==> src/rtl/core/bcmpg_pkg.sv <==
// shared types and constants of the band column minimum peak gauge
`timescale 1ns / 1ps

package bcmpg_pkg;

  localparam int MAX_WIDTH   = 1024;
  localparam int MAX_HEIGHT  = 1024;
  localparam int COL_W       = $clog2(MAX_WIDTH);
  localparam int ROW_W       = $clog2(MAX_HEIGHT);
  localparam int DIM_W       = 11;
  localparam int POS_W       = 10;
  localparam int VAL_W       = 24;
  localparam int QUEUE_DEPTH = 4;
  localparam int QPTR_W      = $clog2(QUEUE_DEPTH);
  localparam int QCNT_W      = $clog2(QUEUE_DEPTH + 1);
  localparam int PROD_W      = 36;
  localparam int DIV_STEPS   = PROD_W;
  localparam int DCNT_W      = $clog2(DIV_STEPS);
  localparam int ADDR_W      = 5;

  localparam logic [2:0] REG_FRAME_WIDTH   = 3'd0;
  localparam logic [2:0] REG_FRAME_HEIGHT  = 3'd1;
  localparam logic [2:0] REG_SCAN_ROW      = 3'd2;
  localparam logic [2:0] REG_BAND_HALF     = 3'd3;
  localparam logic [2:0] REG_FIRST_COLUMN  = 3'd4;
  localparam logic [2:0] REG_FIRST_VALUE   = 3'd5;
  localparam logic [2:0] REG_SECOND_COLUMN = 3'd6;
  localparam logic [2:0] REG_SECOND_VALUE  = 3'd7;

  typedef struct packed {
    logic [7:0] pixel;
    logic       frame_start;
  } in_item_t;

  typedef struct packed {
    logic signed [DIM_W-1:0] needle_column;
    logic [7:0]              needle_level;
    logic signed [VAL_W-1:0] reading;
    logic                    no_needle;
    logic                    calibration_error;
  } out_item_t;

  typedef struct packed {
    logic [DIM_W-1:0] frame_width;
    logic [DIM_W-1:0] frame_height;
    logic [POS_W-1:0] scan_row;
    logic [POS_W-1:0] band_half;
  } geom_t;

  typedef struct packed {
    logic [POS_W-1:0]        first_column;
    logic signed [VAL_W-1:0] first_value;
    logic [POS_W-1:0]        second_column;
    logic signed [VAL_W-1:0] second_value;
  } cal_t;

  typedef struct packed {
    logic [COL_W-1:0] addr;
    logic [7:0]       pixel;
    logic             examine;
    logic             band_first;
    logic             band_last;
    logic             clear_best;
    logic             frame_last;
    logic             band_empty;
  } pix_op_t;

  typedef struct packed {
    logic                    start;
    logic signed [DIM_W-1:0] column;
    logic [7:0]              level;
  } needle_req_t;

endpackage

==> src/rtl/core/bcmpg_front.sv <==
// front end: raster position counters and band classification of each pixel
`timescale 1ns / 1ps

module bcmpg_front import bcmpg_pkg::*; (
  input  logic     clk,
  input  logic     rst_n,
  input  geom_t    geom,
  input  logic     in_valid,
  output logic     in_ready,
  input  in_item_t in_data,
  input  logic     q_full,
  output logic     push,
  output pix_op_t  push_op
);

  localparam logic [DIM_W-1:0] MAX_W_VAL = DIM_W'(MAX_WIDTH);
  localparam logic [DIM_W-1:0] MAX_H_VAL = DIM_W'(MAX_HEIGHT);

  logic [COL_W-1:0] col_r, col_nxt;
  logic [ROW_W-1:0] row_r, row_nxt;
  logic [DIM_W-1:0] w_eff, h_eff, hi_sum, hi, x_inc, y_inc;
  logic [POS_W-1:0] lo;
  logic [COL_W-1:0] x;
  logic [ROW_W-1:0] y;
  logic             band_empty, row_end, frame_end;

  always_comb begin
    if (geom.frame_width == '0) begin
      w_eff = DIM_W'(1);
    end else if (geom.frame_width > MAX_W_VAL) begin
      w_eff = MAX_W_VAL;
    end else begin
      w_eff = geom.frame_width;
    end
    if (geom.frame_height == '0) begin
      h_eff = DIM_W'(1);
    end else if (geom.frame_height > MAX_H_VAL) begin
      h_eff = MAX_H_VAL;
    end else begin
      h_eff = geom.frame_height;
    end

    lo = (geom.scan_row >= geom.band_half) ? geom.scan_row - geom.band_half : '0;
    hi_sum = DIM_W'(geom.scan_row) + DIM_W'(geom.band_half);
    hi = (hi_sum >= h_eff) ? h_eff - DIM_W'(1) : hi_sum;
    band_empty = hi <= DIM_W'(lo);

    x = in_data.frame_start ? '0 : col_r;
    y = in_data.frame_start ? '0 : row_r;
    x_inc = DIM_W'(x) + DIM_W'(1);
    y_inc = DIM_W'(y) + DIM_W'(1);
    row_end = x_inc >= w_eff;
    frame_end = row_end && (y_inc >= h_eff);

    push_op.addr       = x;
    push_op.pixel      = in_data.pixel;
    push_op.examine    = !band_empty && (DIM_W'(y) >= DIM_W'(lo)) && (DIM_W'(y) < hi);
    push_op.band_first = DIM_W'(y) == DIM_W'(lo);
    push_op.band_last  = y_inc == hi;
    push_op.clear_best = in_data.frame_start;
    push_op.frame_last = frame_end;
    push_op.band_empty = band_empty;

    in_ready = !q_full;
    push = in_valid && in_ready;

    col_nxt = col_r;
    row_nxt = row_r;
    if (push) begin
      if (row_end) begin
        col_nxt = '0;
        row_nxt = frame_end ? '0 : ROW_W'(y_inc);
      end else begin
        col_nxt = COL_W'(x_inc);
        row_nxt = y;
      end
    end
  end

  always_ff @(posedge clk) begin
    if (!rst_n) begin
      col_r <= '0;
      row_r <= '0;
    end else begin
      col_r <= col_nxt;
      row_r <= row_nxt;
    end
  end

endmodule

==> config.mk <==
export PLATFORM = sky130hd
export DESIGN_NAME = bcmpg_front
export DESIGN_NICKNAME = d
export VERILOG_FILES = /design/src/rtl/core/bcmpg_pkg.sv /design/src/rtl/core/bcmpg_front.sv
export SDC_FILE = /design/constraint.sdc
export NUM_CORES = 1
export LEC_CHECK = 0
export BUFFER_PORTS_ARGS = -buffer_cell sky130_fd_sc_hd__buf_2
export CAP_MARGIN = 10
export CORE_MARGIN = 2
export CORE_UTILIZATION = 40
export DETAILED_ROUTE_END_ITERATION = 6
export GPL_TIMING_DRIVEN = 0
export SYNTH_ARGS = -nofsm -noshare
export SYNTH_HDL_FRONTEND = slang
export SYNTH_SLANG_ARGS = --single-unit
export TNS_END_PERCENT = 5
==> constraint.sdc <==
create_clock -name clk -period 8.4 [get_ports clk]
set_input_delay 0.42 -clock clk [delete_from_list [all_inputs] [get_ports clk]]
set_output_delay 0.42 -clock clk [all_outputs]
set_load 0.02 [all_outputs]
==> results.json <==
{
  "hold_depth": 2,
  "track_usage_pct": 21.0,
  "reg2reg_slack_ns": 4.09,
  "nets": 829,
  "startpoint_type": "primary input",
  "tns_ns": 0,
  "crit_type": "primary input to primary output",
  "cts_made_buffers": 3,
  "rsz0062_at_grt": "false",
  "synth-edff-count": 0,
  "syn-num-nets": 752,
  "critPathRequiredTime_ns": 7.98,
  "io_buffers": 72,
  "grt_max_degree": 12,
  "p_leak_nw": 2.43,
  "antenna_cells": 0,
  "synthesis.instances": 612,
  "syn_avg_cell_area_sq_um": 7.32,
  "crit_arrival_ns": 6.17,
  "drc": 0,
  "grt_overflow": 0,
  "cts_tree": "built",
  "crit_path_max_fanout": 10,
  "num_vias": 4671,
  "relSlewSlack_pct": 37.5,
  "fin_skew_ns": 0.00830,
  "vdd_drop_max_mv": 0.0674,
  "antenna_found_initial": 0,
  "syn_area_sq_mm": 0.00448,
  "hp-start": "col_r[4]$_SDFFE_PN0P_",
  "setup_viol": 0,
  "outcome": "completed",
  "die_h_um": 110,
  "routed_wl_um": 12700,
  "start_util_pct": 41.1,
  "vias_per_cell": 5.64,
  "synth_seq_cells": 20,
  "synthArstFlopShare_pct": 0,
  "grt_first_pass_wirelength_um": 20500,
  "rows": 38,
  "end_kind": "primary output",
  "clock-sinks": 20,
  "grt_pass1_vias": 4187,
  "dp_hpwl_um": 10800,
  "clk_path_buf_depth": 2,
  "root_buffer": "clkbuf_8",
  "post_drt_wl_per_cell_um": 15.3,
  "hold_buffers": 0,
  "post_synth_num_cell_types": 72,
  "max_freq_mhz": 152,
  "finalMaxSlewViolations": 0,
  "tightestPinTransition_ns": 0.926,
  "cts_setup_buffers": 0,
  "fin_cells": 828,
  "ctsResizeCount": 0,
  "rr_startpoint": "row_r[0]$_SDFFE_PN0P_",
  "post-route-period-util_pct": 78.4,
  "coreArea_sq_mm": 0.0109,
  "hold_path.class": "register to register",
  "gp_congestion": 0.902,
  "clk-insertion-delay-late_ns": 0.26,
  "dieWidth_um": 110,
  "final_cell_mix": "83 x ha_1, 74 x buf_2, 61 x nand2_1",
  "max_cap_viol_count": 0,
  "io_pins": 81,
  "hold_viol_final": 0,
  "drive_gt1_share_pct": 14.7,
  "hold_end": "col_r[4]$_SDFFE_PN0P_",
  "clk_pin_slew_ns": 0.08,
  "die_area_sq_mm": 0.0121,
  "htree_levels": 1,
  "synth_seq_area_share_pct": 8.94,
  "synth_ff_type": "dfxtp_1",
  "first_pass_iters": 6,
  "antenna_left": 0,
  "area_growth_pct": 13.2,
  "p_per_area_mw_per_mm2": 108,
  "yosysWarnings": 0,
  "rr_worst_depth": 14,
  "drt_iter0_drc": 318,
  "post-route-min-period_ns": 6.59,
  "placed_cells": 824,
  "final_common_cell": "ha_1",
  "timing.rr.end": "row_r[5]$_SDFFE_PN0P_"
}
-- cell usage after synthesis (all sizes together), types with 4 or more instances --
cell	n	area share, %
a21boi	11	1.8
nor2b	28	3.9
dfxtp	20	8.9
and3	6	0.84
a211o	9	1.8
and4	5	0.98
nor4	8	1.5
or2	4	0.56
xor2	14	2.7
nand2b	6	0.84
clkbuf	14	1.2
inv	42	3.5
a2111oi	5	1.3
a21oi	46	5.1
nand4	7	0.98
nor2	47	4.0
a31oi	6	0.84
ha	83	23
a211oi	8	1.5
nor3	13	1.5
nand2	61	5.1
nor3b	4	0.78
xnor2	22	4.3
o21a	14	2.3
o21ai	22	2.5
a21o	10	1.7
buf	13	2.1
nand3	27	3.0
o211ai	4	0.67
-- critical path: stages --
cell and delay, ns:
buf_2 0.09, inv_1 0.04, ha_1 0.25, buf_2 0.19, nor3b_1 0.10, o31ai_1 0.37
a211oi_1 0.16, or2_1 0.23, o311ai_1 0.63, ha_1 0.26, o2111ai_1 0.22, o21ai_1 0.37
clkbuf_1 0.38, nor2_1 0.07, a21oi_1 0.36, inv_1 0.09, ha_1 0.28, nor2b_1 0.13
o21a_1 0.16, o21ai_0 0.15, a21oi_1 0.12, nor2_1 0.10, a21oi_1 0.05, maj3_1 0.38
a2111oi_2 0.34, buf_2 0.21
-- worst max path at each step --
| stage | from | endpoint | slack (ns) |
|---|---|---|---|
| detailed placement | geom[2] | push_op[5] | 1.90 |
| finish | geom[2] | push_op[5] | 1.81 |
| floorplan | geom[0] | push_op[5] | 2.88 |
| global placement | geom[2] | push_op[5] | 1.95 |
| CTS | geom[2] | push_op[5] | 1.85 |
| global route | geom[2] | push_op[5] | 1.42 |
-- where the power goes --
| group | total, mW | switching (mW) | leakage (nW) | internal [mW] |
|---|---|---|---|---|
| logic | 0.377 | 0.225 | 2.24 | 0.152 |
| registers | 0.0956 | 0.000412 | 0.161 | 0.0952 |
| clock network | 0.0751 | 0.0333 | 0.0288 | 0.0418 |
| total | 0.548 | 0.259 | 2.43 | 0.289 |
-- layout make-up --
| cell class | instances | area [sq um] |
|---|---|---|
| multi-input combinational | 521 | 3770 |
| inverter | 44 | 165 |
| timing repair buffer | 72 | 360 |
| fill | 1141 | 5820 |
| buffer | 27 | 145 |
| tap | 140 | 175 |
| sequential | 20 | 400 |
| clock buffer | 4 | 55.1 |
-- cells by family after synthesis --
family,share of synthesized area (%)
simple gates,26.5
compound gates,25.2
mux,1.01
buf+inv,6.93
fa+ha+maj,24.3
xor+xnor,7.04
flops,8.94
-- stage by stage --
stage | hold slack, ns | cell area (sq um) | util [%] | power [mW] | setup WS [ns]
after detailed placement | 0.445 | 5010 | 46.0 | 0.469 | 1.90
after floorplan | 0.426 | 4480 | - | 0.370 | 2.88
after CTS | 0.456 | 5070 | 46.5 | 0.545 | 1.85
final | 0.454 | 5070 | 46.5 | 0.548 | 1.81
after global routing | 0.482 | 5070 | 46.5 | 0.600 | 1.42
after global placement | 0.432 | 5010 | 46.0 | 0.458 | 1.95
-- routing by layer --
layer / vias up / global-route usage (%) / wire [um]
li1: 2365 / - / -
met1: 2171 / 31.0 / 6350
met2: 127 / 34.2 / 5700
met3: 8 / 1.48 / 571
met4: 0 / 2.17 / 69
met5: - / 0 / 0
-- sequential cells by signal (all words and copies together) (netlist names) --
register,cells
col_r,10
row_r,10
Note: power is estimated with default switching activity, not from simulation.
