`config.mk`:
```
export PLATFORM = sky130hd
export DESIGN_NAME = bcmpg_gauge
export DESIGN_NICKNAME = d
export VERILOG_FILES = /design/src/rtl/core/bcmpg_pkg.sv /design/src/rtl/core/bcmpg_gauge.sv
export SDC_FILE = /design/constraint.sdc
export NUM_CORES = 1
export LEC_CHECK = 0
export ABC_AREA = 1
export BUFFER_PORTS_ARGS = -buffer_cell sky130_fd_sc_hd__buf_2
export CAP_MARGIN = 20
export CORE_UTILIZATION = 55
export DETAILED_ROUTE_END_ITERATION = 8
export GPL_TIMING_DRIVEN = 0
export PLACE_DENSITY = 0.73
export SLEW_MARGIN = 15
export SYNTH_ARGS = -nofsm -noshare
export SYNTH_HDL_FRONTEND = slang
export SYNTH_SLANG_ARGS = --single-unit
```
`constraint.sdc`:
```
create_clock -name clk -period 10.2 [get_ports clk]
set_input_delay 1.02 -clock clk [delete_from_list [all_inputs] [get_ports clk]]
set_output_delay 1.02 -clock clk [all_outputs]
set_load 0.02 [all_outputs]
```
`src/rtl/core/bcmpg_pkg.sv`:
```
// shared types and constants of the band column minimum peak gauge
`timescale 1ns / 1ps

package bcmpg_pkg;

  localparam int MAX_WIDTH   = 1024;
  localparam int MAX_HEIGHT  = 1024;
  localparam int COL_W       = $clog2(MAX_WIDTH);
  localparam int ROW_W       = $clog2(MAX_HEIGHT);
  localparam int DIM_W       = 11;
  localparam int POS_W       = 10;
  localparam int VAL_W       = 24;
  localparam int QUEUE_DEPTH = 4;
  localparam int QPTR_W      = $clog2(QUEUE_DEPTH);
  localparam int QCNT_W      = $clog2(QUEUE_DEPTH + 1);
  localparam int PROD_W      = 36;
  localparam int DIV_STEPS   = PROD_W;
  localparam int DCNT_W      = $clog2(DIV_STEPS);
  localparam int ADDR_W      = 5;

  localparam logic [2:0] REG_FRAME_WIDTH   = 3'd0;
  localparam logic [2:0] REG_FRAME_HEIGHT  = 3'd1;
  localparam logic [2:0] REG_SCAN_ROW      = 3'd2;
  localparam logic [2:0] REG_BAND_HALF     = 3'd3;
  localparam logic [2:0] REG_FIRST_COLUMN  = 3'd4;
  localparam logic [2:0] REG_FIRST_VALUE   = 3'd5;
  localparam logic [2:0] REG_SECOND_COLUMN = 3'd6;
  localparam logic [2:0] REG_SECOND_VALUE  = 3'd7;

  typedef struct packed {
    logic [7:0] pixel;
    logic       frame_start;
  } in_item_t;

  typedef struct packed {
    logic signed [DIM_W-1:0] needle_column;
    logic [7:0]              needle_level;
    logic signed [VAL_W-1:0] reading;
    logic                    no_needle;
    logic                    calibration_error;
  } out_item_t;

  typedef struct packed {
    logic [DIM_W-1:0] frame_width;
    logic [DIM_W-1:0] frame_height;
    logic [POS_W-1:0] scan_row;
    logic [POS_W-1:0] band_half;
  } geom_t;

  typedef struct packed {
    logic [POS_W-1:0]        first_column;
    logic signed [VAL_W-1:0] first_value;
    logic [POS_W-1:0]        second_column;
    logic signed [VAL_W-1:0] second_value;
  } cal_t;

  typedef struct packed {
    logic [COL_W-1:0] addr;
    logic [7:0]       pixel;
    logic             examine;
    logic             band_first;
    logic             band_last;
    logic             clear_best;
    logic             frame_last;
    logic             band_empty;
  } pix_op_t;

  typedef struct packed {
    logic                    start;
    logic signed [DIM_W-1:0] column;
    logic [7:0]              level;
  } needle_req_t;

endpackage

```
`src/rtl/core/bcmpg_gauge.sv`:
```
// gauge unit: interpolation product, bit-serial divide, saturation, result register
`timescale 1ns / 1ps

module bcmpg_gauge import bcmpg_pkg::*; (
  input  logic        clk,
  input  logic        rst_n,
  input  cal_t        cal,
  input  needle_req_t needle_req,
  output logic        busy,
  output logic        out_valid,
  input  logic        out_ready,
  output out_item_t   out_data
);

  localparam int DV_W  = VAL_W + 1;
  localparam int SUM_W = PROD_W + 2;
  localparam logic signed [SUM_W-1:0] SAT_HI = SUM_W'((1 << (VAL_W - 1)) - 1);
  localparam logic signed [SUM_W-1:0] SAT_LO = -SUM_W'(1 << (VAL_W - 1));

  typedef enum logic [2:0] {G_IDLE, G_MUL, G_DIV, G_SUM, G_OUT} g_state_t;

  g_state_t                state_r, state_nxt;
  logic signed [DIM_W-1:0] col_r, col_nxt, diff_r, diff_nxt, dc_r, dc_nxt;
  logic [7:0]              lvl_r, lvl_nxt;
  logic signed [DV_W-1:0]  dv_r, dv_nxt;
  logic [PROD_W-1:0]       quo_r, quo_nxt;
  logic [POS_W-1:0]        rem_r, rem_nxt, div_r, div_nxt;
  logic                    neg_r, neg_nxt;
  logic [DCNT_W-1:0]       cnt_r, cnt_nxt;
  out_item_t               out_r, out_nxt;
  logic                    out_valid_r, out_valid_nxt;

  logic signed [PROD_W-1:0] prod;
  logic [POS_W:0]           trial;
  logic                     ge;
  logic signed [SUM_W-1:0]  q_mag, q_sgn, sum, sat;
  logic                     cal_err;

  assign busy      = state_r != G_IDLE;
  assign out_valid = out_valid_r;
  assign out_data  = out_r;

  always_comb begin
    state_nxt     = state_r;
    col_nxt       = col_r;
    lvl_nxt       = lvl_r;
    diff_nxt      = diff_r;
    dc_nxt        = dc_r;
    dv_nxt        = dv_r;
    quo_nxt       = quo_r;
    rem_nxt       = rem_r;
    div_nxt       = div_r;
    neg_nxt       = neg_r;
    cnt_nxt       = cnt_r;
    out_nxt       = out_r;
    out_valid_nxt = out_valid_r;

    prod  = PROD_W'(dv_r) * PROD_W'(diff_r);
    trial = {rem_r, quo_r[PROD_W-1]};
    ge    = trial >= {1'b0, div_r};
    q_mag = $signed({2'b00, quo_r});
    q_sgn = neg_r ? -q_mag : q_mag;
    sum   = SUM_W'(cal.first_value) + q_sgn;
    if (sum > SAT_HI) begin
      sat = SAT_HI;
    end else if (sum < SAT_LO) begin
      sat = SAT_LO;
    end else begin
      sat = sum;
    end
    cal_err = cal.first_column == cal.second_column;

    unique case (state_r)
      G_IDLE: begin
        if (needle_req.start) begin
          col_nxt   = needle_req.column;
          lvl_nxt   = needle_req.level;
          diff_nxt  = needle_req.column - $signed({1'b0, cal.first_column});
          dc_nxt    = $signed({1'b0, cal.second_column}) - $signed({1'b0, cal.first_column});
          dv_nxt    = DV_W'(cal.second_value) - DV_W'(cal.first_value);
          state_nxt = G_MUL;
        end
      end
      G_MUL: begin
        quo_nxt   = prod[PROD_W-1] ? PROD_W'(-prod) : PROD_W'(prod);
        neg_nxt   = prod[PROD_W-1] ^ dc_r[DIM_W-1];
        div_nxt   = dc_r[DIM_W-1] ? POS_W'(-dc_r) : dc_r[POS_W-1:0];
        rem_nxt   = '0;
        cnt_nxt   = '0;
        state_nxt = G_DIV;
      end
      G_DIV: begin
        rem_nxt = ge ? POS_W'(trial - {1'b0, div_r}) : trial[POS_W-1:0];
        quo_nxt = {quo_r[PROD_W-2:0], ge};
        cnt_nxt = cnt_r + DCNT_W'(1);
        if (cnt_r == DCNT_W'(DIV_STEPS - 1)) begin
          state_nxt = G_SUM;
        end
      end
      G_SUM: begin
        out_nxt.needle_column     = col_r;
        out_nxt.needle_level      = lvl_r;
        out_nxt.reading           = cal_err ? '0 : sat[VAL_W-1:0];
        out_nxt.no_needle         = col_r == -DIM_W'(1);
        out_nxt.calibration_error = cal_err;
        out_valid_nxt             = 1'b1;
        state_nxt                 = G_OUT;
      end
      G_OUT: begin
        if (out_ready) begin
          out_valid_nxt = 1'b0;
          state_nxt     = G_IDLE;
        end
      end
      default: begin
        state_nxt = G_IDLE;
      end
    endcase
  end

  always_ff @(posedge clk) begin
    if (!rst_n) begin
      state_r     <= G_IDLE;
      out_valid_r <= 1'b0;
    end else begin
      state_r     <= state_nxt;
      out_valid_r <= out_valid_nxt;
    end
    col_r  <= col_nxt;
    lvl_r  <= lvl_nxt;
    diff_r <= diff_nxt;
    dc_r   <= dc_nxt;
    dv_r   <= dv_nxt;
    quo_r  <= quo_nxt;
    rem_r  <= rem_nxt;
    div_r  <= div_nxt;
    neg_r  <= neg_nxt;
    cnt_r  <= cnt_nxt;
    out_r  <= out_nxt;
  end

endmodule

```
==> results.json, run 1 <==
{
  "status": "finished, final reports clean",
  "max_stage_delay_ns": 0.69,
  "final_util": 0.612,
  "rrSetupSlack_ns": 2.92,
  "yosysWarnings": 0,
  "postCtsSetupBuffers": 0,
  "synthCells": 3288,
  "setup_viol": 0,
  "setup.worst_path.start_class": "flip-flop",
  "async_flop_share": 0,
  "fin_crit_ns": 7.28,
  "yosysMostFrequentCell": "nand2_1",
  "cts-root-buf": "clkbuf_16",
  "vias": 21300,
  "first_pass_iters": 5,
  "hold_depth": 0,
  "clkTransAtPathRegs_ns": 0.08,
  "synthFlopType": "edfxtp_1",
  "routabilityCongestion": 0.957,
  "cts_buffers": 17,
  "ys_seq_area_frac": 0.217,
  "fin_crit_sh": 0.713,
  "holdWs_ns": 0.424,
  "hold_start": "lvl_r[1]$_DFFE_PP_",
  "insertion_delay_ns": 0.46,
  "holdPathEnd": "out_data[27]$_DFFE_PP_",
  "coreArea_sq_mm": 0.0435,
  "viasPerCell": 5.26,
  "rows": 76,
  "rsz0062_at_grt": "no",
  "h-tree-depth": 4,
  "cap_viol_max_count": 0,
  "drcViolationCount": 0,
  "worst_pin_slew_ns": 0.897,
  "maxSlewViolCount": 0,
  "layout-drive-gt1-share": 0.0835,
  "yosys.area.top_type": "edfxtp_1",
  "grt_max_degree": 29,
  "synth_edf_count": 174,
  "pin_count": 138,
  "clk_path_buf_depth": 2,
  "synth_area_sq_mm": 0.0245,
  "hp-class": "flip-flop to flip-flop",
  "tns_ns": 0,
  "reg2reg_depth": 26,
  "path_max_fanout": 10,
  "syn_nets": 3797,
  "finalNetCount": 3959,
  "path_class": "flip-flop to flip-flop",
  "drt-total-wl_microns": 66600,
  "path_delay_family": "adder cells",
  "yosys-top-cells-area": "edfxtp_1 (21%), fa_1 (20%), nand2_1 (14%)",
  "syn_to_final_growth_pct": 8.85,
  "numPortBuffers": 137,
  "cp_num_buf_inv": 6,
  "start_util": 0.563,
  "wl_per_cell_microns": 16.4,
  "end_kind": "flip-flop",
  "synth_top_cell_area_share": 0.214,
  "placed_area_sq_mm": 0.0260,
  "ys_ff_latch": 178,
  "finalHoldViolCount": 0,
  "r2r_start": "diff_r[8]$_DFFE_PP_",
  "clock_skew_ns": 0.0152,
  "ant_nets": 0,
  "cpMaxStageDelayCell": "clkbuf_1",
  "cp_data_arrival_time_ns": 7.48,
  "r2r_end": "quo_r[23]$_DFFE_PP_",
  "required_ns": 10.41,
  "track_usage": 0.307,
  "synthTopCellsByCount": "nand2_1 (923), inv_1 (768), fa_1 (248), nor2_1 (221), edfxtp_1 (174)",
  "grt_pass1_vias": 21200,
  "die-height_microns": 213,
  "fillers": 4010,
  "die_w_microns": 213,
  "die-area_sq_mm": 0.0453,
  "fmax_mhz": 137,
  "grt_pass1_wl_microns": 107000,
  "cts_hold_buffers": 0,
  "post-dp-hpwl_microns": 56400,
  "cts_tree": "yes",
  "postLayoutCellArea_sq_mm": 0.0266,
  "drtIter0Drc": 1561,
  "overflow": 0,
  "syn_area_per_cell_sq_um": 7.44,
  "slew_headroom": 0.402,
  "synth_cell_type_count": 53,
  "antenna_found_initial": 3,
  "cts.repair.resized": 0,
  "cts_num_sinks": 178
}
how the worst max path moves through the flow:
stage                        start             endpoint  slack, ns  depth (start not counted)
6_report       diff_r[8]$_DFFE_PP_  quo_r[23]$_DFFE_PP_       2.92                         26
5_1_grt        diff_r[7]$_DFFE_PP_  quo_r[24]$_DFFE_PP_       2.65                         26
4_1_cts        diff_r[9]$_DFFE_PP_  quo_r[23]$_DFFE_PP_       3.18                         26
3_5_place_dp   diff_r[9]$_DFFE_PP_  quo_r[23]$_DFFE_PP_       3.22                         26
3_3_place_gp   diff_r[9]$_DFFE_PP_  quo_r[23]$_DFFE_PP_       3.34                         26
2_1_floorplan    dv_r[0]$_DFFE_PP_  quo_r[26]$_DFFE_PP_       4.50                         28
cell families (layout without fill, tap and decap cells):
group                    count (synthesis)  count (layout)  share of synthesized area
AO/OA/AOI/OAI                          267             267                     0.0627
XOR/XNOR                               143             143                     0.0512
adder cells (fa/ha/maj)                418             418                      0.290
buffers and inverters                  856            1031                      0.134
flip-flops                             178             178                      0.217
other                                    0               1                          0
AND/OR/NAND/NOR                       1426            1426                      0.245
placed cells by master (no fill, tap or decap), drive strengths merged, types with 2 or more instances in the layout:
cell      n
xor2    107
nor2    238
nand3b    9
ha      170
nor3     35
a21oi   139
inv     782
edfxtp  174
and2      5
nand2   948
buf     159
xnor2    36
nor4      7
a31oi     8
o221ai    2
o31ai     2
a21o      3
nand4    33
o21ai    86
o211ai    3
dfxtp     4
or2      10
nand3   140
o21bai    9
clkbuf   84
a211oi    6
clkinv    6
o21a      2
fa      248
o41ai     2
layer usage:
metal	vias up	part of all wire	global-route usage
li1	10300	-	-
met1	10000	0.43	0.410
met2	812	0.46	0.507
met3	110	0.080	0.0575
met4	6	0.025	0.0858
met5	-	0.00053	0
worst register-to-register path, delay by kind of cell, from the launching register on:
family | cells | cell delay [ns]
buf+inv | 6 | 1.79
compound gates | 1 | 0.11
fa+ha+maj | 6 | 3.09
simple gates | 13 | 1.71
flops | 1 | 0.33
through the flow:
step                cells  worst slack [ns]
finish               4049              2.92
global route         4048              2.65
CTS                  4048              3.18
detailed placement   4016              3.22
global placement     4010              3.34
floorplan            3288              4.50
layout make-up:
class	instances	area, sq um	area share
diodes	1	2.50	0.0000940
flip-flops and latches	178	5310	0.199
inverters	773	2900	0.109
plain buffers	83	387	0.0145
clock inverters	15	171	0.00644
multi-input cells	2254	15900	0.597
clock buffers	17	425	0.0160
repair buffers	143	801	0.0301
well taps	585	732	0.0275
registers in the layout, summed over array words and instances, names as in the netlist:
name,count
cnt_r,6
col_r,11
dc_r,11
diff_r,11
div_r,10
dv_r,25
lvl_r,8
neg_r,1
out_data,45
out_valid,1
quo_r,36
rem_r,10
state_r,3
Power of run 1 is left out: the tool's default activity adds up to more than one toggle a clock period on the data nets, which glitch-free logic cannot reach.
==> inputs of run 2 (changes only) <==
PLACE_DENSITY = 0.76   (was 0.73)
clock period = 6.26 ns   (was 10.2 ns; I/O delays follow)
==> run 2 against run 1 <==
  * Via count rose by 0.63%
  * Highest routed layer unchanged
  * Flip-flop and latch count stayed put
  * Utilization up 3.0 points
  * Count of clock-buffer cells in the layout unchanged
  * Largest cell class unchanged
==> results.json, run 2 (synthesis results as in run 1) <==
{
  "status": "finished, final reports clean",
  "setup_viol": 0,
  "syn_to_final_growth_pct": 14.1,
  "coreArea_sq_mm": 0.0435,
  "cts_num_sinks": 178,
  "multi_input_area_sq_mm": 0.0165,
  "final_cell_mix": "nand2_1 (893), inv_1 (763), fa_1 (246)",
  "insertion_delay_ns": 0.46,
  "drcViolationCount": 0,
  "end_kind": "flip-flop",
  "finalHoldViolCount": 0,
  "fin_crit_sh": 0.976,
  "antenna_cells": 0,
  "maxSlewViolCount": 0,
  "rsz0062_at_grt": "yes",
  "clk_path_buf_depth": 2,
  "grt_max_degree": 30,
  "viasPerCell": 5.24,
  "grt_pass1_wl_microns": 103000,
  "track_usage": 0.291,
  "path_class": "flip-flop to flip-flop",
  "grt_pass1_vias": 20300,
  "rrSetupSlack_ns": 0.15,
  "drt-total-wl_microns": 65500,
  "cp_data_arrival_time_ns": 6.31,
  "overflow": 0,
  "placed_cells": 4016,
  "tns_ns": 0,
  "die-area_sq_mm": 0.0453,
  "pin_count": 138,
  "required_ns": 6.46,
  "fillers": 3829,
  "ant_nets": 0,
  "largest_register_ffs": 45,
  "antenna_found_initial": 2,
  "cap_viol_max_count": 0,
  "numPortBuffers": 137,
  "hold_depth": 1,
  "rows": 76,
  "wl_per_cell_microns": 16.0,
  "first_pass_iters": 6,
  "clock_skew_ns": 0.0140,
  "layout_commonest_cell": "nand2_1",
  "path_max_fanout": 6,
  "routabilityCongestion": 1.02,
  "post-dp-hpwl_microns": 52400,
  "finalNetCount": 4000,
  "drtIter0Drc": 1720,
  "setup.worst_path.start_class": "flip-flop",
  "fmax_mhz": 164,
  "cts_buffers": 17,
  "die_w_microns": 213,
  "h-tree-depth": 4,
  "stdcell_count": 4089,
  "worst_pin_slew_ns": 0.950,
  "fin_crit_ns": 6.11,
  "vias": 21400,
  "layout-drive-gt1-share": 0.140,
  "slew_headroom": 0.364,
  "start_util": 0.563,
  "clkTransAtPathRegs_ns": 0.08,
  "final_util": 0.642,
  "reg2reg_depth": 27,
  "seqCellArea_sq_mm": 0.00531,
  "cts_tree": "yes",
  "hp-class": "input port to flip-flop",
  "cts-root-buf": "clkbuf_16",
  "die-height_microns": 213
}
## run 2: changes by cell type in the layout (fill, tap and decap cells not counted), moves of 9 or more
| cell | before | now |
|---|---|---|
| buf_4 | 2 | 55 |
| clkbuf_1 | 67 | 19 |
| clkbuf_2 | 0 | 11 |
| ha_1 | 170 | 147 |
| ha_2 | 0 | 9 |
| ha_4 | 0 | 14 |
| nand2_1 | 923 | 893 |
| nand2_2 | 22 | 45 |
| nand3_1 | 125 | 116 |
| nor2_1 | 219 | 194 |
| nor2_2 | 14 | 25 |
| nor2_4 | 5 | 19 |
## run 2: final cells by class
cell class | instances | share of cell area
clock inverters | 15 | 0.00655
clock buffers | 17 | 0.0152
plain buffers | 60 | 0.0148
flip-flops and latches | 178 | 0.190
inverters | 773 | 0.104
repair buffers | 206 | 0.0512
multi-input cells | 2255 | 0.592
well taps | 585 | 0.0262
## run 2: critical path, stage by stage (launching register included)
cell,delay (ns)
edfxtp_1,0.38
clkinvlp_4,0.23
buf_12,0.21
buf_6,0.11
buf_4,0.13
or2_2,0.28
fa_1,0.54
inv_1,0.05
fa_1,0.47
fa_1,0.52
fa_1,0.55
inv_1,0.06
fa_1,0.53
inv_1,0.05
ha_2,0.37
nand2_1,0.11
nor2_2,0.14
nand2_1,0.07
nor2_1,0.11
nand2_1,0.09
nand2_1,0.07
nand2_1,0.04
nand2_1,0.10
inv_1,0.07
nor3_1,0.19
nand3_1,0.16
nand3_1,0.11
nand3_1,0.10
## run 2: stage by stage
| stage | setup WS (ns) | cell area [sq um] | hold WS [ns] |
|---|---|---|---|
| floorplan | 0.563 | 24500 | 0.400 |
| global placement | -0.734 | 25900 | 0.401 |
| detailed placement | -0.777 | 26000 | 0.405 |
| CTS | 0.00225 | 26800 | 0.322 |
| global route | -0.106 | 27900 | 0.319 |
| finish | 0.153 | 27900 | 0.336 |
## run 2: worst paths after layout
path                         from                endpoint
max reg2reg  diff_r[10]$_DFFE_PP_     quo_r[33]$_DFFE_PP_
min reg2reg    lvl_r[0]$_DFFE_PP_  out_data[26]$_DFFE_PP_
max          diff_r[10]$_DFFE_PP_     quo_r[33]$_DFFE_PP_
min                 needle_req[0]      lvl_r[0]$_DFFE_PP_
## run 2: layer usage
metal,share of wire,wire [microns],vias to the layer above,global-route usage
li1,-,-,10400,-
met1,0.43,28300,10100,0.400
met2,0.47,30500,772,0.481
met3,0.080,5210,107,0.0460
met4,0.022,1440,4,0.0717
met5,0.00044,29,-,0
## run 2: repair_timing
item | 4_1_cts | 5_1_grt
resized for setup | 26 | 219
buffers inserted | 20 | 39
pin swaps | 0 | 59
setup endpoints to repair | 36 | 36
gates cloned | 0 | 5
hold buffers | 0 | 0
Power of run 2 is left out for the same reason.
