`src/rtl/core/bcmpg_pkg.sv`:
```
// shared types and constants of the band column minimum peak gauge
`timescale 1ns / 1ps

package bcmpg_pkg;

  localparam int MAX_WIDTH   = 1024;
  localparam int MAX_HEIGHT  = 1024;
  localparam int COL_W       = $clog2(MAX_WIDTH);
  localparam int ROW_W       = $clog2(MAX_HEIGHT);
  localparam int DIM_W       = 11;
  localparam int POS_W       = 10;
  localparam int VAL_W       = 24;
  localparam int QUEUE_DEPTH = 4;
  localparam int QPTR_W      = $clog2(QUEUE_DEPTH);
  localparam int QCNT_W      = $clog2(QUEUE_DEPTH + 1);
  localparam int PROD_W      = 36;
  localparam int DIV_STEPS   = PROD_W;
  localparam int DCNT_W      = $clog2(DIV_STEPS);
  localparam int ADDR_W      = 5;

  localparam logic [2:0] REG_FRAME_WIDTH   = 3'd0;
  localparam logic [2:0] REG_FRAME_HEIGHT  = 3'd1;
  localparam logic [2:0] REG_SCAN_ROW      = 3'd2;
  localparam logic [2:0] REG_BAND_HALF     = 3'd3;
  localparam logic [2:0] REG_FIRST_COLUMN  = 3'd4;
  localparam logic [2:0] REG_FIRST_VALUE   = 3'd5;
  localparam logic [2:0] REG_SECOND_COLUMN = 3'd6;
  localparam logic [2:0] REG_SECOND_VALUE  = 3'd7;

  typedef struct packed {
    logic [7:0] pixel;
    logic       frame_start;
  } in_item_t;

  typedef struct packed {
    logic signed [DIM_W-1:0] needle_column;
    logic [7:0]              needle_level;
    logic signed [VAL_W-1:0] reading;
    logic                    no_needle;
    logic                    calibration_error;
  } out_item_t;

  typedef struct packed {
    logic [DIM_W-1:0] frame_width;
    logic [DIM_W-1:0] frame_height;
    logic [POS_W-1:0] scan_row;
    logic [POS_W-1:0] band_half;
  } geom_t;

  typedef struct packed {
    logic [POS_W-1:0]        first_column;
    logic signed [VAL_W-1:0] first_value;
    logic [POS_W-1:0]        second_column;
    logic signed [VAL_W-1:0] second_value;
  } cal_t;

  typedef struct packed {
    logic [COL_W-1:0] addr;
    logic [7:0]       pixel;
    logic             examine;
    logic             band_first;
    logic             band_last;
    logic             clear_best;
    logic             frame_last;
    logic             band_empty;
  } pix_op_t;

  typedef struct packed {
    logic                    start;
    logic signed [DIM_W-1:0] column;
    logic [7:0]              level;
  } needle_req_t;

endpackage

```
`src/rtl/core/bcmpg_queue.sv`:
```
// short request queue between front end and back end
`timescale 1ns / 1ps

module bcmpg_queue import bcmpg_pkg::*; (
  input  logic    clk,
  input  logic    rst_n,
  input  logic    push,
  input  pix_op_t push_op,
  output logic    full,
  input  logic    pop,
  output logic    head_valid,
  output pix_op_t head_op
);

  pix_op_t           entry_r [QUEUE_DEPTH];
  logic [QPTR_W-1:0] wr_ptr_r, rd_ptr_r;
  logic [QCNT_W-1:0] count_r;

  assign full       = count_r == QCNT_W'(QUEUE_DEPTH);
  assign head_valid = count_r != '0;
  assign head_op    = entry_r[rd_ptr_r];

  always_ff @(posedge clk) begin
    if (!rst_n) begin
      wr_ptr_r <= '0;
      rd_ptr_r <= '0;
      count_r  <= '0;
    end else begin
      if (push) begin
        wr_ptr_r <= wr_ptr_r + QPTR_W'(1);
      end
      if (pop) begin
        rd_ptr_r <= rd_ptr_r + QPTR_W'(1);
      end
      if (push && !pop) begin
        count_r <= count_r + QCNT_W'(1);
      end else if (pop && !push) begin
        count_r <= count_r - QCNT_W'(1);
      end
    end
  end

  always_ff @(posedge clk) begin
    if (push) begin
      entry_r[wr_ptr_r] <= push_op;
    end
  end

endmodule

```
`config.mk`:
```
export PLATFORM = sky130hd
export DESIGN_NAME = bcmpg_queue
export DESIGN_NICKNAME = d
export VERILOG_FILES = /design/src/rtl/core/bcmpg_pkg.sv /design/src/rtl/core/bcmpg_queue.sv
export SDC_FILE = /design/constraint.sdc
export NUM_CORES = 1
export LEC_CHECK = 0
export ABC_AREA = 1
export BUFFER_PORTS_ARGS = -buffer_cell sky130_fd_sc_hd__buf_2
export CAP_MARGIN = 20
export CORE_ASPECT_RATIO = 0.8
export CORE_MARGIN = 4
export CORE_UTILIZATION = 59
export CTS_BUF_LIST = sky130_fd_sc_hd__clkbuf_4
export DETAILED_ROUTE_END_ITERATION = 6
export PLACE_DENSITY = 0.91
export SETUP_SLACK_MARGIN = 0.05
export SLEW_MARGIN = 20
export SYNTH_ARGS = -nofsm -noshare
export SYNTH_HDL_FRONTEND = slang
export SYNTH_SLANG_ARGS = --single-unit
```
`constraint.sdc`:
```
create_clock -name clk -period 1.8 [get_ports clk]
set_input_delay 0.18 -clock clk [delete_from_list [all_inputs] [get_ports clk]]
set_output_delay 0.18 -clock clk [all_outputs]
set_load 0.01 [all_outputs]
```
==> results of run 1 <==
==> cells by family after synthesis <==
group	after synthesis
and+or+nand+nor	67
DFF	105
adders and majority gates	6
buffers and inverters	31
AOI/OAI and AO/OA	82
==> repair_timing <==
action	4_1_cts	5_1_grt
resized for setup	6	39
hold endpoints to repair	97	0
pin swaps	0	1
gates cloned	1	3
endpoints found under the setup margin	24	24
hold buffers	25	0
==> placed cells by master (no fill, tap or decap), types with 10 or more instances in the layout <==
master	count
nor2_1	34
inv_1	15
o22ai_2	22
nand2_1	10
o21ai_0	26
clkbuf_4	10
edfxtp_1	96
dlygate4sd3_1	25
o21ai_1	23
buf_2	53
nor2_2	20
==> per-layer routing <==
layer | part of all wire, % | vias up
met5 | 0 | -
met3 | 7.7 | 18
met1 | 40 | 1296
met4 | 1.9 | 0
li1 | - | 1258
met2 | 50 | 110
==> power groups by stage <==
stage | clock network [mW] | registers (mW) | logic [mW]
finish | 1.28 | 2.82 | 0.680
global route | 1.40 | 2.83 | 0.742
CTS | 1.29 | 2.81 | 0.625
detailed placement | 0 | 2.87 | 0.563
global placement | 0 | 2.86 | 0.544
floorplan | 0 | 2.86 | 0.348
==> sequential cells by signal, summed over array words and instances, names as in the netlist, named ones only <==
name	count
rd_ptr_r	2
entry_r	96
count_r	3
wr_ptr_r	2
==> worst min path at each step <==
stage | from | to | slack, ns | cells after the start
after floorplan | push_op[0] | entry_r[0][0] | 0.28 | 0
after global routing | push | wr_ptr_r[1] | 0.08 | 3
after global placement | push_op[1] | entry_r[3][1] | 0.39 | 1
final | pop | flop | 0.07 | 4
after detailed placement | push_op[1] | entry_r[0][1] | 0.40 | 1
after CTS | pop | rd_ptr_r[0] | 0.05 | 4
==> final cells by class <==
cell class	instances	area, µm²
clock inverters	6	82.6
clock buffers	10	75.1
well taps	87	109
fillers	406	1740
inverters	17	76.3
repair buffers	95	748
flip-flops and latches	105	3070
multi-input cells	155	986
==> worst max-delay path: stages (launching register included) <==
cell and delay, ns:
dfxtp_4 0.48, inv_8 0.08, buf_12 0.17, o21ai_1 0.17, o22ai_2 0.09, buf_2 0.14
==> stage by stage <==
stage	power, mW	util, %	setup TNS, ns	area [µm²]
3_3_place_gp	3.41	66.3	0	4570
4_1_cts	4.73	72.7	0	5010
6_report	4.78	74.7	0	5150
3_5_place_dp	3.43	66.3	0	4570
2_1_floorplan	3.21	-	0	4170
5_1_grt	4.98	74.7	-0.223	5150
==> reports/qor.csv, run 1 <==
stage;metric;value;unit
synth;yosysSeqAreaShare;73.4;%
finish;synthToLayoutAreaGrowth;23.4;%
timing;fin_crit_sh;97.1;%
cts;cts.clk_slew.worst_paths;0.15;ns
critical_path;reg2reg_to;entry_r[0][12];
critical_path;path_class;reg2out;
power_and_ir_drop;ir_drop;585;µV
critical_path;critPathArrivalTime;1.57;ns
synth;yosys-top-cells-area;edfxtp_1 69%, o21ai_0 6.0%, o22ai_2 6.0%, dfxtp_1 4.3%, nor2_1 3.1%;
synth;ys_ff_latch;105;
global_route;grt_util_met1;25.4;%
place;dp.cells;430;
critical_path;rrSetupSlack;0.49;ns
global_route;grt_antenna_before_repair;0;
power_and_ir_drop;combPwrFrac;14.2;%
floorplanning;die-area;0.00849;mm²
power_and_ir_drop;p_sw_share;23.8;%
synth;synth.area.mux_share;0;%
global_route;grt_busiest_layer;met2;
synth;synth_flop_cell;edfxtp_1;
power_and_ir_drop;power_density;929;mW/mm²
critical_path;r2r_cells;5;
synth;synthesis.nets;325;
synth;synth_top_cell_area_share;69.1;%
place;post-place-ws;0.390;ns
global_route;grtUsageMet2;33.7;%
synth;synthMostInstantiatedCell;edfxtp_1;
global_route;grtUsageMet3;5.12;%
synth;synth-compound-area-share;13.6;%
timing;maxSlewHeadroom;81.3;%
drt;dr_total_vias;2682;
timing;fmax;0.572;GHz
floorplanning;fp-row-count;27;
power_and_ir_drop;power.share.clock;26.7;%
run;drv_cap;0;
synth;synthAdderAreaFrac;1.98;%
cts;cts_buffers;9;
cts;clock_latency;0.43;ns
timing;setup_violations;0;
power_and_ir_drop;power.switching;1.14;mW
synth;syn_inst;291;
synth;synthXorXnorAreaFrac;0;%
synth;yosysWarningCount;0;
timing;skew;0.0107;ns
floorplanning;core_area;0.00689;mm²
timing;whs;0.0717;ns
timing;rsz0062_at_grt;yes;
hold_path;hp-class;in2reg;
drt;ant_nets;0;
place;dp_hpwl;4920;µm
drt;via_per_inst;5.65;
drt;drt_iter0_drc;152;
critical_path;worstPathRequired;1.62;ns
synth;synth_commonest_cells;96 x edfxtp_1, 50 x o21ai_0, 34 x nor2_1;
critical_path;worstSetupEndpointType;output pin;
timing;fin_crit;1.75;ns
drt;wl_per_cell;18.5;µm
synth;synth_edf_count;96;
finish;final_net_count;417;
synth;netlist_area;0.00417;mm²
global_route;grt_max_degree;35;
finish;antenna_cells;0;
global_route;grt-ovfl-total;0;
timing;worst_pin_slew;0.278;ns
floorplanning;die_h;83.2;µm
critical_path;crit_end;head_op[12];
timing;drv_slew;0;
synth;synth_top_cell_by_area;edfxtp_1;
global_route;grt_pass1_vias;2661;
power_and_ir_drop;pwr-share-seq;59.0;%
power_and_ir_drop;p_leak;1.93;nW
cts;cts_max_path_buffers;2;
timing;finalHoldViolCount;0;
synth;yosys.area_share.simple;7.35;%
cts;root_buffer;clkbuf_4;
finish;instances_no_fill;475;
critical_path;rr_startpoint;wr_ptr_r[0];
synth;synth_area_per_cell;14.3;µm²
floorplanning;die_w;102;µm
floorplanning;start_util;60.5;%
synth;synth_cell_types;21;
cts;cts_tree;built;
drt;remaining_drc_errors;0;
synth;async_flop_share;0;%
finish;drive_above_1_share;35.1;%
timing;fin_ws;0.0523;ns
place;port-buffer-count;53;
global_route;grt_first_pass_wirelength;12900;µm
drt;routed_wl;8770;µm
cts;cts_sinks;105;
place;gp_congestion;0.826;
critical_path;start_kind;flop;
floorplanning;io_pins;54;
run_status;status;finished, final reports clean;
power_and_ir_drop;intPower;3.64;mW
global_route;grt.total_usage;20.3;%
cts;postCtsSetupBuffers;0;
critical_path;critPathMaxFanout;20;
synth;synth_top_family_by_area;compound AO/OA/AOI/OAI gates;
cts;htree_levels;3;
drt;dr.pass1.iters;4;
(Power assumes the default switching activity.)
==> run 2: changes to the inputs <==
- ABC_AREA: 1 -> default
- PLACE_DENSITY: 0.91 -> 0.92
==> reports/qor.csv, run 2 <==
stage;metric;value;unit;change
run_status;status;complete, but fails checks;;was finished, final reports clean
run_status;violations;setup timing;;
critical_path;start_kind;flop;;unchanged
drt;ant_nets;0;;unchanged
finish;largest_reg_flops;96;;unchanged
timing;drv_slew;0;;unchanged
global_route;grt-ovfl-total;0;;unchanged
critical_path;critPathBufInv;2;;was 3
power_and_ir_drop;power.switching;1.09;mW;was 1.14 mW
critical_path;critPathMaxFanout;6;;was 20
cts;root_buffer;clkbuf_4;;unchanged
synth;synth_top_cell_area_share;73.0;%;was 69.1%
drt;wl_per_cell;19.4;µm;was 18.5 µm
synth;synth_edf_count;96;;unchanged
critical_path;slowest_delay;0.53;ns;was 0.48 ns
finish;instances_no_fill;351;;was 475
synth;yosysWarningCount;0;;unchanged
finish;largest-register;entry_r;;unchanged
floorplanning;start_util;61.3;%;was 60.5%
drt;dr_total_vias;1887;;was 2682
drt;dr.pass1.iters;4;;unchanged
floorplanning;die_w;99.5;µm;was 102 µm
timing;setup_violations;24;;was 0
floorplanning;core_area;0.00644;mm²;was 0.00689 mm²
timing;fin_crit_sh;105;%;was 97.1%
synth;synth_commonest_cells;96 x edfxtp_1, 20 x mux4_2, 9 x and2_1, 9 x dfxtp_1, 5 x ha_1;;was 96 x edfxtp_1, 50 x o21ai_0, 34 x nor2_1
power_and_ir_drop;combPwrFrac;14.2;%;about the same
critical_path;cpLargestDelayFamily;multiplexers;;was flip-flops
cts;clock_latency;0.43;ns;about the same
floorplanning;die-area;0.00808;mm²;was 0.00849 mm²
cts;htree_levels;3;;unchanged
timing;fin_crit;1.90;ns;was 1.75 ns
place;port-buffer-count;53;;unchanged
finish;final_cell_mix;96 x edfxtp_1, 39 x buf_2, 24 x dlygate4sd3_1;;was 96 x edfxtp_1, 53 x buf_2, 34 x nor2_1
global_route;grt_pass1_vias;2029;;was 2661
power_and_ir_drop;pwr-share-seq;58.7;%;was 59.0%
critical_path;worstSetupEndpointType;output pin;;unchanged
finish;drive_above_1_share;38.6;%;was 35.1%
finish;post-route-util;76.0;%;was 74.7%
power_and_ir_drop;power.share.clock;27.2;%;was 26.7%
floorplanning;die_h;81.2;µm;was 83.2 µm
synth;synth_area_per_cell;23.4;µm²;was 14.3 µm²
critical_path;cp_slowest_cell;mux4_2;;was dfxtp_4
power_and_ir_drop;p_sw_share;22.6;%;was 23.8%
critical_path;crit_chain;buf_12 > mux4_2 > buf_6;;was inv_8 > buf_12 > o21ai_1 > o22ai_2 > buf_2
cts;cts_tree;built;;unchanged
power_and_ir_drop;power_density;991;mW/mm²;was 929 mW/mm²
power_and_ir_drop;finalPower;4.85;mW;was 4.78 mW
place;gp_congestion;0.674;;was 0.826
drt;routed_wl;6820;µm;was 8770 µm
global_route;grtUsageMet3;5.67;%;was 5.12%
global_route;grt_busiest_layer;met2;;unchanged
timing;worst_pin_slew;0.366;ns;was 0.278 ns
synth;synthesis.nets;203;;was 325
global_route;grt_antenna_before_repair;0;;unchanged
synth;synth_top_cell_by_area;edfxtp_1;;unchanged
cts;cts_max_path_buffers;2;;unchanged
timing;maxSlewHeadroom;75.6;%;was 81.3%
synth;netlist_area;0.00395;mm²;was 0.00417 mm²
finish;top_regs;entry_r x96, count_r x3;;unchanged
timing;rsz0062_at_grt;yes;;unchanged
synth;syn_inst;169;;was 291
global_route;grt.total_usage;18.7;%;was 20.3%
synth;synthMostInstantiatedCell;edfxtp_1;;unchanged
synth;yosys-top-cells-area;edfxtp_1 73%, mux4_2 11%, dfxtp_1 4.6%, mux4_1 2.7%, ha_1 1.6%;;was edfxtp_1 69%, o21ai_0 6.0%, o22ai_2 6.0%, dfxtp_1 4.3%, nor2_1 3.1%
drt;remaining_drc_errors;0;;unchanged
power_and_ir_drop;ir_drop;622;µV;was 585 µV
synth;synth_cell_types;21;;unchanged
timing;skew;0.0120;ns;was 0.0107 ns
finish;final_net_count;296;;was 417
hold_path;hp-class;in2reg;;unchanged
cts;cts.clk_slew.worst_paths;0.14;ns;was 0.15 ns
power_and_ir_drop;intPower;3.76;mW;was 3.64 mW
timing;fmax;0.527;GHz;was 0.572 GHz
drt;drt_iter0_drc;78;;was 152
global_route;grtUsageMet2;34.4;%;was 33.7%
critical_path;critPathArrivalTime;1.72;ns;was 1.57 ns
cts;cts_buffers;9;;unchanged
power_and_ir_drop;p_leak;1.73;nW;was 1.93 nW
synth;ys_ff_latch;105;;unchanged
synth;synth_flop_cell;edfxtp_1;;unchanged
timing;fin_ws;-0.0983;ns;was 0.0523 ns
timing;finalHoldViolCount;0;;unchanged
floorplanning;fp-row-count;26;;was 27
floorplanning;io_pins;54;;unchanged
finish;layout_commonest_cell;edfxtp_1;;unchanged
drt;via_per_inst;5.38;;was 5.65
critical_path;path_class;reg2out;;unchanged
critical_path;worstPathRequired;1.62;ns;about the same
run;drv_cap;0;;unchanged
place;dp_hpwl;4090;µm;was 4920 µm
synth;yosysSeqAreaShare;77.5;%;was 73.4%
global_route;grt_first_pass_wirelength;10800;µm;was 12900 µm
global_route;grt_max_degree;25;;was 35
place;dp.cells;308;;was 430
cts;cts_sinks;105;;unchanged
finish;antenna_cells;0;;unchanged
finish;synthToLayoutAreaGrowth;24.0;%;was 23.4%
global_route;grt_util_met1;21.6;%;was 25.4%
synth;async_flop_share;0;%;unchanged
run 2: cell count changes after synthesis, moves of 7 or more:
cell / change
and2_1: +9
buf_2: -7
inv_1: -11
mux4_2: +20
nand2_1: -9
nor2_1: -34
nor2_2: -20
o21ai_0: -49
o22ai_2: -20
run 2: area by class of cell:
| class | instances | area (µm²) |
|---|---|---|
| clock buffers | 9 | 67.6 |
| fillers | 377 | 1540 |
| multi-input cells | 54 | 796 |
| inverters | 4 | 15.0 |
| repair buffers | 88 | 746 |
| flip-flops and latches | 105 | 3070 |
| well taps | 84 | 105 |
| clock inverters | 7 | 101 |
run 2: through the flow:
stage          hold WS [ns]  TNS [ns]  cell area (µm²)  worst slack (ns)
6_report             0.0497     -1.67             4900           -0.0983
5_1_grt              0.0156     -3.95             4900            -0.192
4_1_cts              0.0196     -2.64             4870            -0.146
3_5_place_dp          0.399         0             4350            0.0675
3_3_place_gp          0.391         0             4350             0.184
2_1_floorplan         0.279         0             3950             0.266
run 2: logic make-up (layout without fill, tap and decap cells):
logic type	Yosys count	in the layout	synth area share (%)
compound gates	2	2	0.317
xor+xnor	5	5	1.11
fa+ha+maj	6	6	2.09
buf+inv	10	108	2.03
flops	105	105	77.5
mux	26	26	14.6
simple gates	15	15	2.34
run 2: final timing paths:
path                 end       start  depth (start not counted)  slack, ns
max           head_op[8]        flop                          3       -0.1
min          rd_ptr_r[0]       rst_n                          2       0.05
max reg2reg   count_r[2]  count_r[0]                          4       0.26
min reg2reg   count_r[2]  count_r[2]                          2       0.53
run 2: worst register-to-register path, delay by kind of cell (launching register included):
kind                       cells  cell delay [ns]
AOI/OAI and AO/OA              1             0.17
and+or+nand+nor                1             0.31
xor gates and xnor gates       1             0.18
DFF                            1             0.38
adders and majority gates      1             0.44
run 2: power by group through the flow:
stage / Combinational (mW) / Clock (mW) / Sequential [mW]
after floorplan: 0.358 / 0 / 2.88
after global placement: 0.540 / 0 / 2.89
after detailed placement: 0.555 / 0 / 2.90
after CTS: 0.680 / 1.36 / 2.85
after global routing: 0.744 / 1.47 / 2.86
final: 0.687 / 1.32 / 2.85
run 2: what timing repair did:
action	in CTS	in global routing
resized for setup	18	4
cloned	1	0
hold buffers	24	0
endpoints found under the hold margin	96	0
endpoints found under the setup margin	24	24
buffers inserted	2	0
run 2: routing by layer:
metal	routed length (µm)	part of all wire (%)
met1	2680	39
met2	3770	55
met3	269	3.9
met4	100	1.5
met5	0	0
==> run 3: changes to the inputs <==
- CORE_UTILIZATION: 59 -> 51
- PLACE_DENSITY: 0.92 -> 0.82
==> reports/qor.csv, run 3 (synthesis results as in run 2) <==
stage;metric;value;unit;change
cts;cts_buffers;9;;unchanged
critical_path;slowest_delay;0.50;ns;was 0.53 ns
critical_path;worstSetupEndpointType;output pin;;unchanged
drt;ant_nets;0;;unchanged
floorplanning;die_h;86.7;µm;was 81.2 µm
global_route;grt_pass1_vias;1981;;was 2029
drt;routed_wl;6720;µm;was 6820 µm
timing;fin_crit;1.88;ns;was 1.90 ns
drt;drt_iter0_drc;105;;was 78
timing;fmax;0.531;GHz;was 0.527 GHz
finish;antenna_cells;0;;unchanged
timing;skew;0.0214;ns;was 0.0120 ns
floorplanning;start_util;52.9;%;was 61.3%
cts;cts_max_path_buffers;2;;unchanged
critical_path;rr_startpoint;count_r[0];;unchanged
finish;largest-register;entry_r;;unchanged
hold_path;min_to;wr_ptr_r[0];;was rd_ptr_r[0]
floorplanning;die-area;0.00923;mm²;was 0.00808 mm²
critical_path;critPathArrivalTime;1.70;ns;was 1.72 ns
timing;fin_ws;-0.0831;ns;was -0.0983 ns
finish;layout_commonest_cell;edfxtp_1;;unchanged
cts;cts.clk_slew.worst_paths;0.15;ns;was 0.14 ns
global_route;grt.total_usage;15.7;%;was 18.7%
timing;worst_pin_slew;0.389;ns;was 0.366 ns
floorplanning;core_area;0.00746;mm²;was 0.00644 mm²
critical_path;critPathBufInv;2;;unchanged
power_and_ir_drop;power_density;988;mW/mm²;was 991 mW/mm²
run;drv_cap;0;;unchanged
critical_path;r2r_cells;4;;unchanged
power_and_ir_drop;ir_drop;489;µV;was 622 µV
cts;cts_sinks;105;;unchanged
place;gp_congestion;0.681;;was 0.674
critical_path;path_class;reg2out;;unchanged
critical_path;crit_chain;clkbuf_16 > mux4_2 > buf_2;;was buf_12 > mux4_2 > buf_6
floorplanning;fp-row-count;28;;was 26
place;post-place-ws;0.111;ns;was 0.0675 ns
critical_path;cpLargestDelayFamily;multiplexers;;unchanged
run_status;violations;setup timing;;unchanged
critical_path;start_kind;flop;;unchanged
floorplanning;die_w;106;µm;was 99.5 µm
critical_path;worstPathRequired;1.62;ns;about the same
timing;whs;0.0356;ns;was 0.0497 ns
finish;final_net_count;295;;was 296
drt;via_per_inst;5.10;;was 5.38
global_route;grt-ovfl-total;0;;unchanged
drt;dr.pass1.iters;4;;unchanged
finish;drive_above_1_share;39.1;%;was 38.6%
floorplanning;io_pins;54;;unchanged
critical_path;cp_slowest_cell;mux4_2;;unchanged
cts;htree_levels;3;;unchanged
finish;register_area;0.00307;mm²;unchanged
power_and_ir_drop;p_leak;1.74;nW;was 1.73 nW
cts;root_buffer;clkbuf_4;;unchanged
finish;multi_input_area;792;µm²;was 796 µm²
global_route;grt_first_pass_wirelength;10600;µm;was 10800 µm
finish;top_regs;entry_r x96, count_r x3;;unchanged
timing;fin_crit_sh;105;%;about the same
hold_path;min-delay-start;rst_n;;unchanged
global_route;grt_antenna_before_repair;0;;unchanged
hold_path;hp-class;in2reg;;unchanged
drt;wl_per_cell;18.1;µm;was 19.4 µm
place;dp_hpwl;3900;µm;was 4090 µm
critical_path;rrSetupSlack;0.27;ns;was 0.26 ns
drt;dr_total_vias;1893;;was 1887
critical_path;reg2reg_to;count_r[2];;unchanged
timing;maxSlewHeadroom;74.1;%;was 75.6%
timing;finalHoldViolCount;0;;unchanged
cts;cts_tree;built;;unchanged
timing;setup_violations;24;;unchanged
finish;fillCellCount;488;;was 377
place;dpl_cell_area;0.00440;mm²;was 0.00435 mm²
timing;rsz0062_at_grt;yes;;unchanged
finish;final_cell_mix;96 x edfxtp_1, 34 x buf_2, 24 x mux4_2, 24 x dlygate4sd3_1, 19 x buf_6;;was 96 x edfxtp_1, 39 x buf_2, 24 x dlygate4sd3_1
drt;remaining_drc_errors;0;;unchanged
place;port-buffer-count;53;;unchanged
finish;finalInstanceArea;0.00497;mm²;was 0.00490 mm²
finish;synthToLayoutAreaGrowth;25.8;%;was 24.0%
finish;largest_reg_flops;96;;unchanged
hold_path;hold_depth;2;;unchanged
run_status;status;complete, but fails checks;;unchanged
cts;clock_latency;0.43;ns;about the same
critical_path;critPathMaxFanout;7;;was 6
global_route;grt_max_degree;25;;unchanged
timing;drv_slew;0;;unchanged
## run 3: per-stage QoR
| stage | util [%] | std cells | total power [mW] | setup TNS (ns) |
|---|---|---|---|---|
| 2_1_floorplan | - | 169 | 3.24 | 0 |
| 3_3_place_gp | 58.9 | 328 | 3.44 | 0 |
| 4_1_cts | 65.7 | 370 | 4.91 | -1.91 |
| 3_5_place_dp | 58.9 | 328 | 3.47 | 0 |
| 6_report | 66.6 | 371 | 4.91 | -1.31 |
| 5_1_grt | 66.6 | 371 | 5.13 | -3.56 |
## run 3: power breakdown
| part | switching [mW] | internal [mW] | total, mW |
|---|---|---|---|
| Clock | 0.744 | 0.602 | 1.35 |
| Combinational | 0.311 | 0.409 | 0.720 |
| Sequential | 0.0530 | 2.79 | 2.84 |
| Total | 1.11 | 3.80 | 4.91 |
## run 3: cell type report
cell class	count	share of cell area, %
clock inverter	6	1.96
multi-input combinational	54	15.9
timing repair buffer	87	15.9
sequential	105	61.7
tap	105	2.64
clock buffer	10	1.51
inverter	4	0.302
## run 3: worst max path at each step
| stage | from | endpoint | slack, ns | cells past startpoint |
|---|---|---|---|---|
| floorplan | wr_ptr_r[0] | entry_r[2][0] | 0.27 | 3 |
| global placement | push | count_r[2] | 0.18 | 7 |
| detailed placement | push | count_r[2] | 0.11 | 7 |
| CTS | flop | head_op[20] | -0.14 | 3 |
| global route | flop | head_op[19] | -0.17 | 3 |
| finish | flop | head_op[5] | -0.08 | 3 |
## run 3: per-layer routing
metal  track usage, %  vias to the layer above  wire length (µm)
li1                 -                      874                 -
met3             5.66                        7               302
met1             18.9                      966              2870
met5                0                        -                 0
met2             27.5                       46              3480
met4             3.18                        0                70
## run 3: repair_timing
item,4_1_cts,5_1_grt
resized for setup,19,9
hold buffers,24,0
hold endpoints to repair,96,0
gates cloned,0,1
endpoints found under the setup margin,24,24
buffers inserted,2,0
